[src/rtl/gdp_pkg.sv]
// Shared types, constants and helpers for the archive directory parser.
`timescale 1ns / 1ps

package gdp_pkg;

  localparam int NAME_FIELD_LEN = 12;
  localparam int ENTRY_BYTES    = NAME_FIELD_LEN + 4;
  localparam int HEADER_BYTES   = 16;
  localparam int SIG_BYTES      = 12;

  localparam logic [7:0] CH_NUL    = 8'h00;
  localparam logic [7:0] CH_DOT    = 8'h2E;
  localparam logic [7:0] CH_SLASH  = 8'h2F;
  localparam logic [7:0] CH_BSLASH = 8'h5C;
  localparam logic [7:0] CH_LOW_A  = 8'h61;
  localparam logic [7:0] CH_LOW_Z  = 8'h7A;
  localparam logic [7:0] CASE_GAP  = 8'h20;

  typedef enum logic [2:0] {
    ST_OK           = 3'd0,
    ST_TRUNCATED    = 3'd1,
    ST_BAD_SIG      = 3'd2,
    ST_DIR_OVERRUN  = 3'd3,
    ST_BAD_NAME     = 3'd4,
    ST_DATA_OVERRUN = 3'd5,
    ST_EMPTY_DIR    = 3'd6
  } gdp_status_t;

  typedef enum logic [1:0] {
    PH_HEADER  = 2'd0,
    PH_ENTRIES = 2'd1
  } gdp_phase_t;

  typedef struct packed {
    gdp_status_t  status;
    logic [31:0]  entry_index;
    logic [63:0]  name_low;
    logic [31:0]  name_high;
    logic [63:0]  key_low;
    logic [31:0]  key_high;
    logic [3:0]   name_length;
    logic [31:0]  data_size;
    logic [39:0]  entry_offset;
    logic [31:0]  dir_count;
    logic         last;
  } gdp_result_t;

  // Expected archive signature, one byte for each of the first twelve header positions.
  function automatic logic [7:0] sig_byte(input logic [3:0] idx);
    logic [7:0] val;
    unique case (idx)
      4'd0:    val = 8'h4B;
      4'd1:    val = 8'h65;
      4'd2:    val = 8'h6E;
      4'd3:    val = 8'h53;
      4'd4:    val = 8'h69;
      4'd5:    val = 8'h6C;
      4'd6:    val = 8'h76;
      4'd7:    val = 8'h65;
      4'd8:    val = 8'h72;
      4'd9:    val = 8'h6D;
      4'd10:   val = 8'h61;
      4'd11:   val = 8'h6E;
      default: val = 8'h00;
    endcase
    return val;
  endfunction

  function automatic logic [7:0] to_upper(input logic [7:0] c);
    logic [7:0] val;
    val = (c >= CH_LOW_A && c <= CH_LOW_Z) ? c - CASE_GAP : c;
    return val;
  endfunction

endpackage

[src/rtl/gdp_if.sv]
// Handshake channel interfaces: image bytes, configuration writes, results.
`timescale 1ns / 1ps

interface gdp_byte_if;
  logic       valid;
  logic       ready;
  logic [7:0] data_byte;
  modport source (output valid, output data_byte, input ready);
  modport sink   (input valid, input data_byte, output ready);
endinterface

interface gdp_cfg_if;
  logic        valid;
  logic        ready;
  logic [39:0] image_len;
  modport source (output valid, output image_len, input ready);
  modport sink   (input valid, input image_len, output ready);
endinterface

interface gdp_result_if;
  logic        valid;
  logic        ready;
  logic [2:0]  status;
  logic [31:0] entry_index;
  logic [63:0] name_low;
  logic [31:0] name_high;
  logic [63:0] key_low;
  logic [31:0] key_high;
  logic [3:0]  name_length;
  logic [31:0] data_size;
  logic [39:0] entry_offset;
  logic [31:0] dir_count;
  logic        last;
  modport source (output valid, output status, output entry_index, output name_low,
                  output name_high, output key_low, output key_high, output name_length,
                  output data_size, output entry_offset, output dir_count,
                  output last, input ready);
  modport sink   (input valid, input status, input entry_index, input name_low,
                  input name_high, input key_low, input key_high, input name_length,
                  input data_size, input entry_offset, input dir_count,
                  input last, output ready);
endinterface

[src/rtl/grp_directory_parser_core.sv]
// Top level of the streaming archive directory parser.
// A result is registered in the result buffer when the byte that completes it is accepted.
// Throughput: one byte per cycle; a two-word result buffer lets bytes keep
// flowing while one result waits, and input stalls only when both words are held.
// Reset (synchronous, active high) restarts the parse at offset zero,
// empties the result buffer and clears the image length register.
`timescale 1ns / 1ps

module grp_directory_parser_core (
  input  logic         clk,
  input  logic         rst,
  gdp_cfg_if.sink      cfg,
  gdp_byte_if.sink     bytes,
  gdp_result_if.source results
);
  import gdp_pkg::*;

  logic [39:0] image_len;
  gdp_phase_t  phase;
  logic [3:0]  pos;
  logic        sig_ok;
  logic [31:0] count;
  logic [40:0] cursor;
  logic [31:0] entry;
  logic        nul_seen;
  logic [3:0]  name_len;
  logic        bad_char;
  logic [7:0]  name_buf [NAME_FIELD_LEN];
  logic [7:0]  key_buf [NAME_FIELD_LEN];
  logic [23:0] size_acc;

  logic        accept;
  logic        buf_full;
  logic [7:0]  b;
  logic        sig_ok_next;
  logic [4:0]  pos_inc;
  logic [31:0] count_full;
  logic [36:0] dir_end;
  logic [31:0] size_full;
  logic [40:0] data_end;
  logic        name_legal;
  logic        restart;
  logic        enter;
  logic        gen_valid;
  gdp_result_t gen;
  gdp_result_t out_word;

  assign b         = bytes.data_byte;
  assign bytes.ready = !buf_full;
  assign accept    = bytes.valid && !buf_full;
  assign cfg.ready = 1'b1;

  always_comb begin
    sig_ok_next = sig_ok && ((pos >= 4'(SIG_BYTES)) || (b == sig_byte(pos)));
    pos_inc     = {1'b0, pos} + 5'd1;
    count_full  = {b, count[23:0]};
    dir_end     = {1'b0, count_full, 4'b0000} + 37'(HEADER_BYTES);
    size_full   = {b, size_acc};
    data_end    = cursor + {9'b0, size_full};
    name_legal  = (name_len != 4'd0) && !bad_char
                  && !(name_len == 4'd1 && name_buf[0] == CH_DOT)
                  && !(name_len == 4'd2 && name_buf[0] == CH_DOT && name_buf[1] == CH_DOT);

    gen       = '0;
    gen_valid = 1'b0;
    restart   = 1'b0;
    enter     = 1'b0;

    if (accept) begin
      if (phase == PH_HEADER) begin
        priority if (pos_inc == 5'(SIG_BYTES) && !sig_ok_next
                     && image_len >= 40'(SIG_BYTES)) begin
          gen.status = ST_BAD_SIG;
          gen_valid  = 1'b1;
        end else if (pos_inc < 5'(HEADER_BYTES) && {35'b0, pos_inc} >= image_len) begin
          gen.status = ST_TRUNCATED;
          gen_valid  = 1'b1;
        end else if (pos_inc == 5'(HEADER_BYTES)) begin
          if ({3'b0, dir_end} > image_len) begin
            gen.status    = ST_DIR_OVERRUN;
            gen.dir_count = count_full;
            gen_valid     = 1'b1;
          end else if (count_full == 32'd0) begin
            gen.status = ST_EMPTY_DIR;
            gen_valid  = 1'b1;
          end else begin
            enter = 1'b1;
          end
        end else begin
          gen_valid = 1'b0;
        end
        gen.last = 1'b1;
        restart  = gen_valid;
      end else if (pos == 4'(ENTRY_BYTES - 1)) begin
        gen_valid = 1'b1;
        if (!name_legal) begin
          gen.status = ST_BAD_NAME;
        end else if (data_end > {1'b0, image_len}) begin
          gen.status = ST_DATA_OVERRUN;
        end else begin
          gen.status = ST_OK;
        end
        gen.entry_index  = entry;
        for (int i = 0; i < 8; i++) begin
          gen.name_low[8*i +: 8] = name_buf[i];
          gen.key_low[8*i +: 8]  = key_buf[i];
        end
        for (int i = 0; i < NAME_FIELD_LEN - 8; i++) begin
          gen.name_high[8*i +: 8] = name_buf[i + 8];
          gen.key_high[8*i +: 8]  = key_buf[i + 8];
        end
        gen.name_length  = name_len;
        gen.data_size    = size_full;
        gen.entry_offset = cursor[39:0];
        gen.dir_count    = count;
        gen.last         = (gen.status != ST_OK) || (entry + 32'd1 == count);
        restart          = gen.last;
      end
    end
  end

  always_ff @(posedge clk) begin
    if (rst) begin
      image_len <= '0;
    end else if (cfg.valid) begin
      image_len <= cfg.image_len;
    end
  end

  always_ff @(posedge clk) begin
    if (rst || (accept && restart)) begin
      phase    <= PH_HEADER;
      pos      <= '0;
      sig_ok   <= 1'b1;
      count    <= '0;
      cursor   <= '0;
      entry    <= '0;
      nul_seen <= 1'b0;
      name_len <= '0;
      bad_char <= 1'b0;
    end else if (accept) begin
      pos <= pos_inc[3:0];
      if (phase == PH_HEADER) begin
        sig_ok <= sig_ok_next;
        if (pos >= 4'(SIG_BYTES)) begin
          count[8*pos[1:0] +: 8] <= b;
        end
        if (enter) begin
          phase  <= PH_ENTRIES;
          cursor <= {4'b0, dir_end};
          entry  <= '0;
        end
      end else if (pos < 4'(NAME_FIELD_LEN)) begin
        // The name ends at its first NUL; later bytes are ignored.
        if (!nul_seen) begin
          if (b == CH_NUL) begin
            nul_seen <= 1'b1;
          end else begin
            name_len <= name_len + 4'd1;
            if (b == CH_SLASH || b == CH_BSLASH) begin
              bad_char <= 1'b1;
            end
          end
        end
      end else if (pos == 4'(ENTRY_BYTES - 1)) begin
        entry    <= entry + 32'd1;
        cursor   <= data_end;
        nul_seen <= 1'b0;
        name_len <= '0;
        bad_char <= 1'b0;
      end
    end
  end

  always_ff @(posedge clk) begin
    if (accept && phase == PH_ENTRIES) begin
      if (pos < 4'(NAME_FIELD_LEN)) begin
        name_buf[pos] <= nul_seen ? CH_NUL : b;
        key_buf[pos]  <= nul_seen ? CH_NUL : to_upper(b);
      end else if (pos != 4'(ENTRY_BYTES - 1)) begin
        size_acc[8*pos[1:0] +: 8] <= b;
      end
    end
  end

  gdp_out_buf u_out_buf (
    .clk       (clk),
    .rst       (rst),
    .push      (gen_valid),
    .push_data (gen),
    .full      (buf_full),
    .out_valid (results.valid),
    .out_ready (results.ready),
    .out_data  (out_word)
  );

  assign results.status       = out_word.status;
  assign results.entry_index  = out_word.entry_index;
  assign results.name_low     = out_word.name_low;
  assign results.name_high    = out_word.name_high;
  assign results.key_low      = out_word.key_low;
  assign results.key_high     = out_word.key_high;
  assign results.name_length  = out_word.name_length;
  assign results.data_size    = out_word.data_size;
  assign results.entry_offset = out_word.entry_offset;
  assign results.dir_count    = out_word.dir_count;
  assign results.last         = out_word.last;

  // The data cursor and entry counter only move once the directory is open.
  a_header_idle: assert property (@(posedge clk) disable iff (rst)
    phase == PH_HEADER |-> (entry == 32'd0 && cursor == 41'd0))
    else $error("cursor or entry counter moved during header parsing");

  // While entries are parsed, the entry counter stays below the declared count.
  a_entry_bound: assert property (@(posedge clk) disable iff (rst)
    phase == PH_ENTRIES |-> entry < count)
    else $error("entry index ran past the declared file count");

  // Any failing status ends the run.
  a_error_last: assert property (@(posedge clk) disable iff (rst)
    (gen_valid && !gen.last) |-> gen.status == ST_OK)
    else $error("error result issued without ending the run");

  // A pushed result must find room in the buffer.
  a_no_overflow: assert property (@(posedge clk) disable iff (rst)
    gen_valid |-> !buf_full)
    else $error("result pushed into a full buffer");

endmodule

[src/rtl/gdp_out_buf.sv]
// Two-word result buffer: an output register plus a skid register.
`timescale 1ns / 1ps

module gdp_out_buf (
  input  logic               clk,
  input  logic               rst,
  input  logic               push,
  input  gdp_pkg::gdp_result_t push_data,
  output logic               full,
  output logic               out_valid,
  input  logic               out_ready,
  output gdp_pkg::gdp_result_t out_data
);
  import gdp_pkg::*;

  gdp_result_t main_word;
  gdp_result_t skid_word;
  logic        main_valid;
  logic        skid_valid;
  logic        pop;

  assign pop       = main_valid && out_ready;
  assign full      = skid_valid;
  assign out_valid = main_valid;
  assign out_data  = main_word;

  always_ff @(posedge clk) begin
    if (rst) begin
      main_valid <= 1'b0;
      skid_valid <= 1'b0;
    end else if (skid_valid) begin
      // No push can arrive while the skid register is occupied.
      if (pop) begin
        skid_valid <= 1'b0;
      end
    end else if (push) begin
      if (!main_valid || pop) begin
        main_valid <= 1'b1;
      end else begin
        skid_valid <= 1'b1;
      end
    end else if (pop) begin
      main_valid <= 1'b0;
    end
  end

  always_ff @(posedge clk) begin
    if (skid_valid) begin
      if (pop) begin
        main_word <= skid_word;
      end
    end else if (push) begin
      if (!main_valid || pop) begin
        main_word <= push_data;
      end else begin
        skid_word <= push_data;
      end
    end
  end

endmodule
[src/flat_wrapper.sv]
// flat-port wrapper written by rule: the top's interface ports become plain ports
module grp_directory_parser_core_flat import gdp_pkg::*;
  (clk, rst, cfg_valid, cfg_image_len, cfg_ready, bytes_valid, bytes_data_byte, bytes_ready, results_valid, results_status, results_entry_index, results_name_low, results_name_high, results_key_low, results_key_high, results_name_length, results_data_size, results_entry_offset, results_dir_count, results_last, results_ready);
  gdp_cfg_if cfg_i ();
  gdp_byte_if bytes_i ();
  gdp_result_if results_i ();
  input  logic clk;
  input  logic rst;
  input wire logic [$bits(cfg_i.valid)-1:0] cfg_valid;
  input wire logic [$bits(cfg_i.image_len)-1:0] cfg_image_len;
  output wire logic [$bits(cfg_i.ready)-1:0] cfg_ready;
  input wire logic [$bits(bytes_i.valid)-1:0] bytes_valid;
  input wire logic [$bits(bytes_i.data_byte)-1:0] bytes_data_byte;
  output wire logic [$bits(bytes_i.ready)-1:0] bytes_ready;
  output wire logic [$bits(results_i.valid)-1:0] results_valid;
  output wire logic [$bits(results_i.status)-1:0] results_status;
  output wire logic [$bits(results_i.entry_index)-1:0] results_entry_index;
  output wire logic [$bits(results_i.name_low)-1:0] results_name_low;
  output wire logic [$bits(results_i.name_high)-1:0] results_name_high;
  output wire logic [$bits(results_i.key_low)-1:0] results_key_low;
  output wire logic [$bits(results_i.key_high)-1:0] results_key_high;
  output wire logic [$bits(results_i.name_length)-1:0] results_name_length;
  output wire logic [$bits(results_i.data_size)-1:0] results_data_size;
  output wire logic [$bits(results_i.entry_offset)-1:0] results_entry_offset;
  output wire logic [$bits(results_i.dir_count)-1:0] results_dir_count;
  output wire logic [$bits(results_i.last)-1:0] results_last;
  input wire logic [$bits(results_i.ready)-1:0] results_ready;
  assign cfg_i.valid = cfg_valid;
  assign cfg_i.image_len = cfg_image_len;
  assign cfg_ready = cfg_i.ready;
  assign bytes_i.valid = bytes_valid;
  assign bytes_i.data_byte = bytes_data_byte;
  assign bytes_ready = bytes_i.ready;
  assign results_valid = results_i.valid;
  assign results_status = results_i.status;
  assign results_entry_index = results_i.entry_index;
  assign results_name_low = results_i.name_low;
  assign results_name_high = results_i.name_high;
  assign results_key_low = results_i.key_low;
  assign results_key_high = results_i.key_high;
  assign results_name_length = results_i.name_length;
  assign results_data_size = results_i.data_size;
  assign results_entry_offset = results_i.entry_offset;
  assign results_dir_count = results_i.dir_count;
  assign results_last = results_i.last;
  assign results_i.ready = results_ready;
  grp_directory_parser_core u_core (.clk(clk), .rst(rst), .cfg(cfg_i), .bytes(bytes_i), .results(results_i));
endmodule
[config.mk]
export PLATFORM = sky130hd
export DESIGN_NAME = grp_directory_parser_core_flat
export DESIGN_NICKNAME = d
export VERILOG_FILES = /design/src/rtl/gdp_pkg.sv /design/src/rtl/gdp_if.sv /design/src/rtl/grp_directory_parser_core.sv /design/src/rtl/gdp_out_buf.sv /design/src/flat_wrapper.sv
export SDC_FILE = /design/constraint.sdc
export NUM_CORES = 1
export LEC_CHECK = 0
export BUFFER_PORTS_ARGS = -buffer_cell sky130_fd_sc_hd__buf_2
export CAP_MARGIN = 25
export CELL_PAD_IN_SITES_DETAIL_PLACEMENT = 1
export CELL_PAD_IN_SITES_GLOBAL_PLACEMENT = 1
export CORE_MARGIN = 10
export CORE_UTILIZATION = 52
export CTS_CLUSTER_SIZE = 16
export DETAILED_ROUTE_END_ITERATION = 8
export PLACE_DENSITY = 0.82
export SYNTH_ARGS = -nofsm -noshare
export SYNTH_HDL_FRONTEND = slang
export SYNTH_SLANG_ARGS = --single-unit
[constraint.sdc]
create_clock -name clk -period 38 [get_ports clk]
set_clock_uncertainty 0.05 [all_clocks]
set_input_delay 1.9 -clock clk [delete_from_list [all_inputs] [get_ports clk]]
set_output_delay 1.9 -clock clk [all_outputs]
set_load 0.03 [all_outputs]
==> out/results.txt <==
Status - completed
Critical Path Fanout Max - 82
PortBufs - 390
Worst skew pair latency - 0.66 ns
Residual DRC - 0
Largest cells by area after synthesis - edfxtp_1 54%, dfxtp_1 8.5%, a21o_1 5.8%, ha_1 4.1%, and3_1 3.9%
Overall Global Routing Usage - 29.0%
Hold path start - u_core.cursor[9]$_SDFFE_PP0P_
Data arrival, critical path - 8.22 ns
H-tree lvl count - 3
Most used DFF post-synth - edfxtp_1
Pin count of the biggest net entering global routing - 128
RSZ-0062 raised after global routing - no
DR WL/cell - 29.2 um
Num rows - 100
Final min period - 7.78 ns
M2 GR Usage - 50.2%
Yosys reg bits - 874
Initial antenna violation count - 4
Vias - 27843
CTS Buf Count - 89
Critical R2R Launch - u_core.count[5]$_SDFFE_PP0P_
Slowest cell on crit path - buf_4
Slew HR - 30.3%
Met3 Use GR - 4.57%
Final-report max-slew violation count - 0
Post-route setup TNS - 0 ns
Area grow syn2layout - 14.2%
Net count after synthesis - 3323
Clk pin slew, worst setup/hold paths - 0.07 ns
Commonest cells in the netlist - 708 x edfxtp_1, 305 x a21o_1, 247 x and3_1
Drt via density - 6.23
Top-level I/O count - 392
Share of cells above drive strength 1 - 18.1%
DRT iter0 DRCs - 2587
Fin nets - 3607
Max rail drop VDD - 0.0000339 V
Max Fclk - 0.129 GHz
First-pass GRT wire length - 191000 um
Dpl hpwl - 88900 um
Layer with the highest usage - met2
Tot Pwr - 2.00 mW
Post-route clock period utilization - 20.5%
Hold Path End - u_core.cursor[9]$_SDFFE_PP0P_
RR Endpoint - u_core.u_out_buf.skid_word[45]$_DFFE_PP_
Worst-margin pin slew - 1.05 ns
Synth top area share - 54.2%
Syn Area/Cell - 12.5 sq um
CTS sink count - 874
Yosys warns - 0
CTS resizes - 0
Hold buffers post-CTS - 0
Detail Route Antenna Nets - 0
Sequential fraction of the synthesis area - 62.7%
Final setup vio count - 0
R2r worst-path depth - 19
Die Ht - 295 um
Routed Wire Length - 131000 um
Vias in the first global route - 29077
Final hold vios - 0
Clk root buf - clkbuf_16
Critical Path Max Stage Delay - 0.86 ns
Leakage power - 17.8 nW
CTS tree - yes
Initial core utilization - 52.6%
Hold depth - 2
Post-synth EDFFs - 708
Post-synth ARST share - 0%
Fillers - 7454
Mapped Cells - 3140
Post-CTS Setup Bufs - 0
GPL Wtd Cong - 0.947
MaxCap Viol Count - 0
Power per standard cell area - 44.7 mW/mm^2
Die span in x - 295 um
Core area - 0.0746 sq mm
Worst EP required - 38.44 ns
WS Path Type - primary input to flip-flop
Leading area contributor after synthesis - edfxtp_1
Deepest clock path buffer count - 3
Hold WC Path Type - flip-flop to flip-flop
M1 GR Usage - 36.3%
Crit. End Element - flip-flop
R2R setup slack - 30.59 ns
Startpoint Class - primary input
GRT overflow - 0
Unique masters post-synth - 83
Synth Cell Area - 0.0392 sq mm
Drt pass-1 iters - 8
Die Area - 0.0868 sq mm
Cells along the critical path - buf_2, ha_1, a21o_1, a21o_1, a221oi_1, o211ai_1, and3_1, xor2_1, ha_1, nand4_1, nor3_1, nand2_1, a21oi_1, a21oi_1, a21oi_1, o41ai_4, nand2b_4, buf_4, or2_1, ha_1, a21o_1, o21ai_0
Most frequent cell after synthesis - edfxtp_1
metrics by stage:
step | std cells | hold WS (ns) | setup slack (ns) | cell area (sq um) | utilization (%)
after floorplan | 3140 | 0.387 | 12.21 | 39200 | -
after global placement | 4282 | 0.406 | 29.90 | 41500 | 55.6
after detailed placement | 4291 | 0.431 | 29.67 | 41500 | 55.7
after CTS | 4458 | 0.440 | 30.28 | 44600 | 59.7
after global routing | 4469 | 0.455 | 29.90 | 44800 | 60.0
final | 4472 | 0.435 | 30.22 | 44800 | 60.0
sequential cells by signal, indices dropped and copies added (netlist names), 4 cells and up, named ones only:
register,cells
u_core.u_out_buf.out_data,276
u_core.count,32
u_core.name_buf,56
u_core.name_len,4
u_core.key_buf,76
u_core.size_acc,24
u_core.image_len,40
u_core.pos,4
u_core.u_out_buf.skid_word,276
u_core.cursor,41
u_core.entry,32
worst max-delay path, delay by kind of cell:
family	cells	cell delay [ns]
compound gates	10	2.43
buf+inv	2	1.29
xor+xnor	1	0.17
simple gates	6	1.52
fa+ha+maj	3	0.84
power breakdown:
group / switching [mW] / internal (mW) / leakage (nW)
sequential: 0.00433 / 1.03 / 6.54
clock: 0.400 / 0.515 / 1.47
combinational: 0.0381 / 0.0193 / 9.80
total: 0.443 / 1.56 / 17.8
final cells by class:
cell class,count,area (sq um),share of cell area (%)
timing repair buffer,448,2530,5.65
antenna,3,7.51,0.0168
multi-input combinational,1934,13100,29.3
sequential,874,24600,54.9
inverter,77,292,0.651
clock buffer,114,2360,5.27
tap,969,1210,2.71
clock inverter,53,649,1.45
worst max path at each step:
stage	depth (start not counted)	slack [ns]	startpoint	to
after floorplan	16	12.21	bytes_data_byte[0]	u_core.u_out_buf.skid_word[0]$_DFFE_PP_
after global placement	22	29.90	bytes_data_byte[0]	flip-flop
after detailed placement	22	29.67	bytes_data_byte[0]	flip-flop
after CTS	22	30.28	bytes_data_byte[0]	flip-flop
after global routing	22	29.90	bytes_data_byte[0]	flip-flop
final	22	30.22	bytes_data_byte[0]	flip-flop
metal layers:
layer	vias to the layer above	wire length, um
li1	12165	-
met1	14218	51900
met2	1204	65700
met3	252	8730
met4	4	4420
met5	-	20
cells by family (layout without fill, tap and decap cells):
kind of cell,after synthesis,count (layout),share of synthesized area [%]
AND/OR/NAND/NOR,961,961,12.9
flip-flops,874,874,62.7
AO/OA/AOI/OAI,646,646,11.6
buffers and inverters,332,692,3.97
adder cells (fa/ha/maj),130,130,4.17
XOR/XNOR,120,120,2.68
multiplexers,76,76,1.97
other,1,4,0.00957
layout by cell type (no fill, tap or decap), drive strengths merged, types with 53 or more instances in the layout:
cell type,count
xnor2,74
dfxtp,166
nor3,53
edfxtp,708
and3,247
nand2,158
a21o,305
ha,129
a21oi,109
nor2,231
clkbuf,115
buf,447
nand3,57
mux2i,66
o21ai,57
inv,77
No activity file was read; power rests on OpenSTA's default activity.
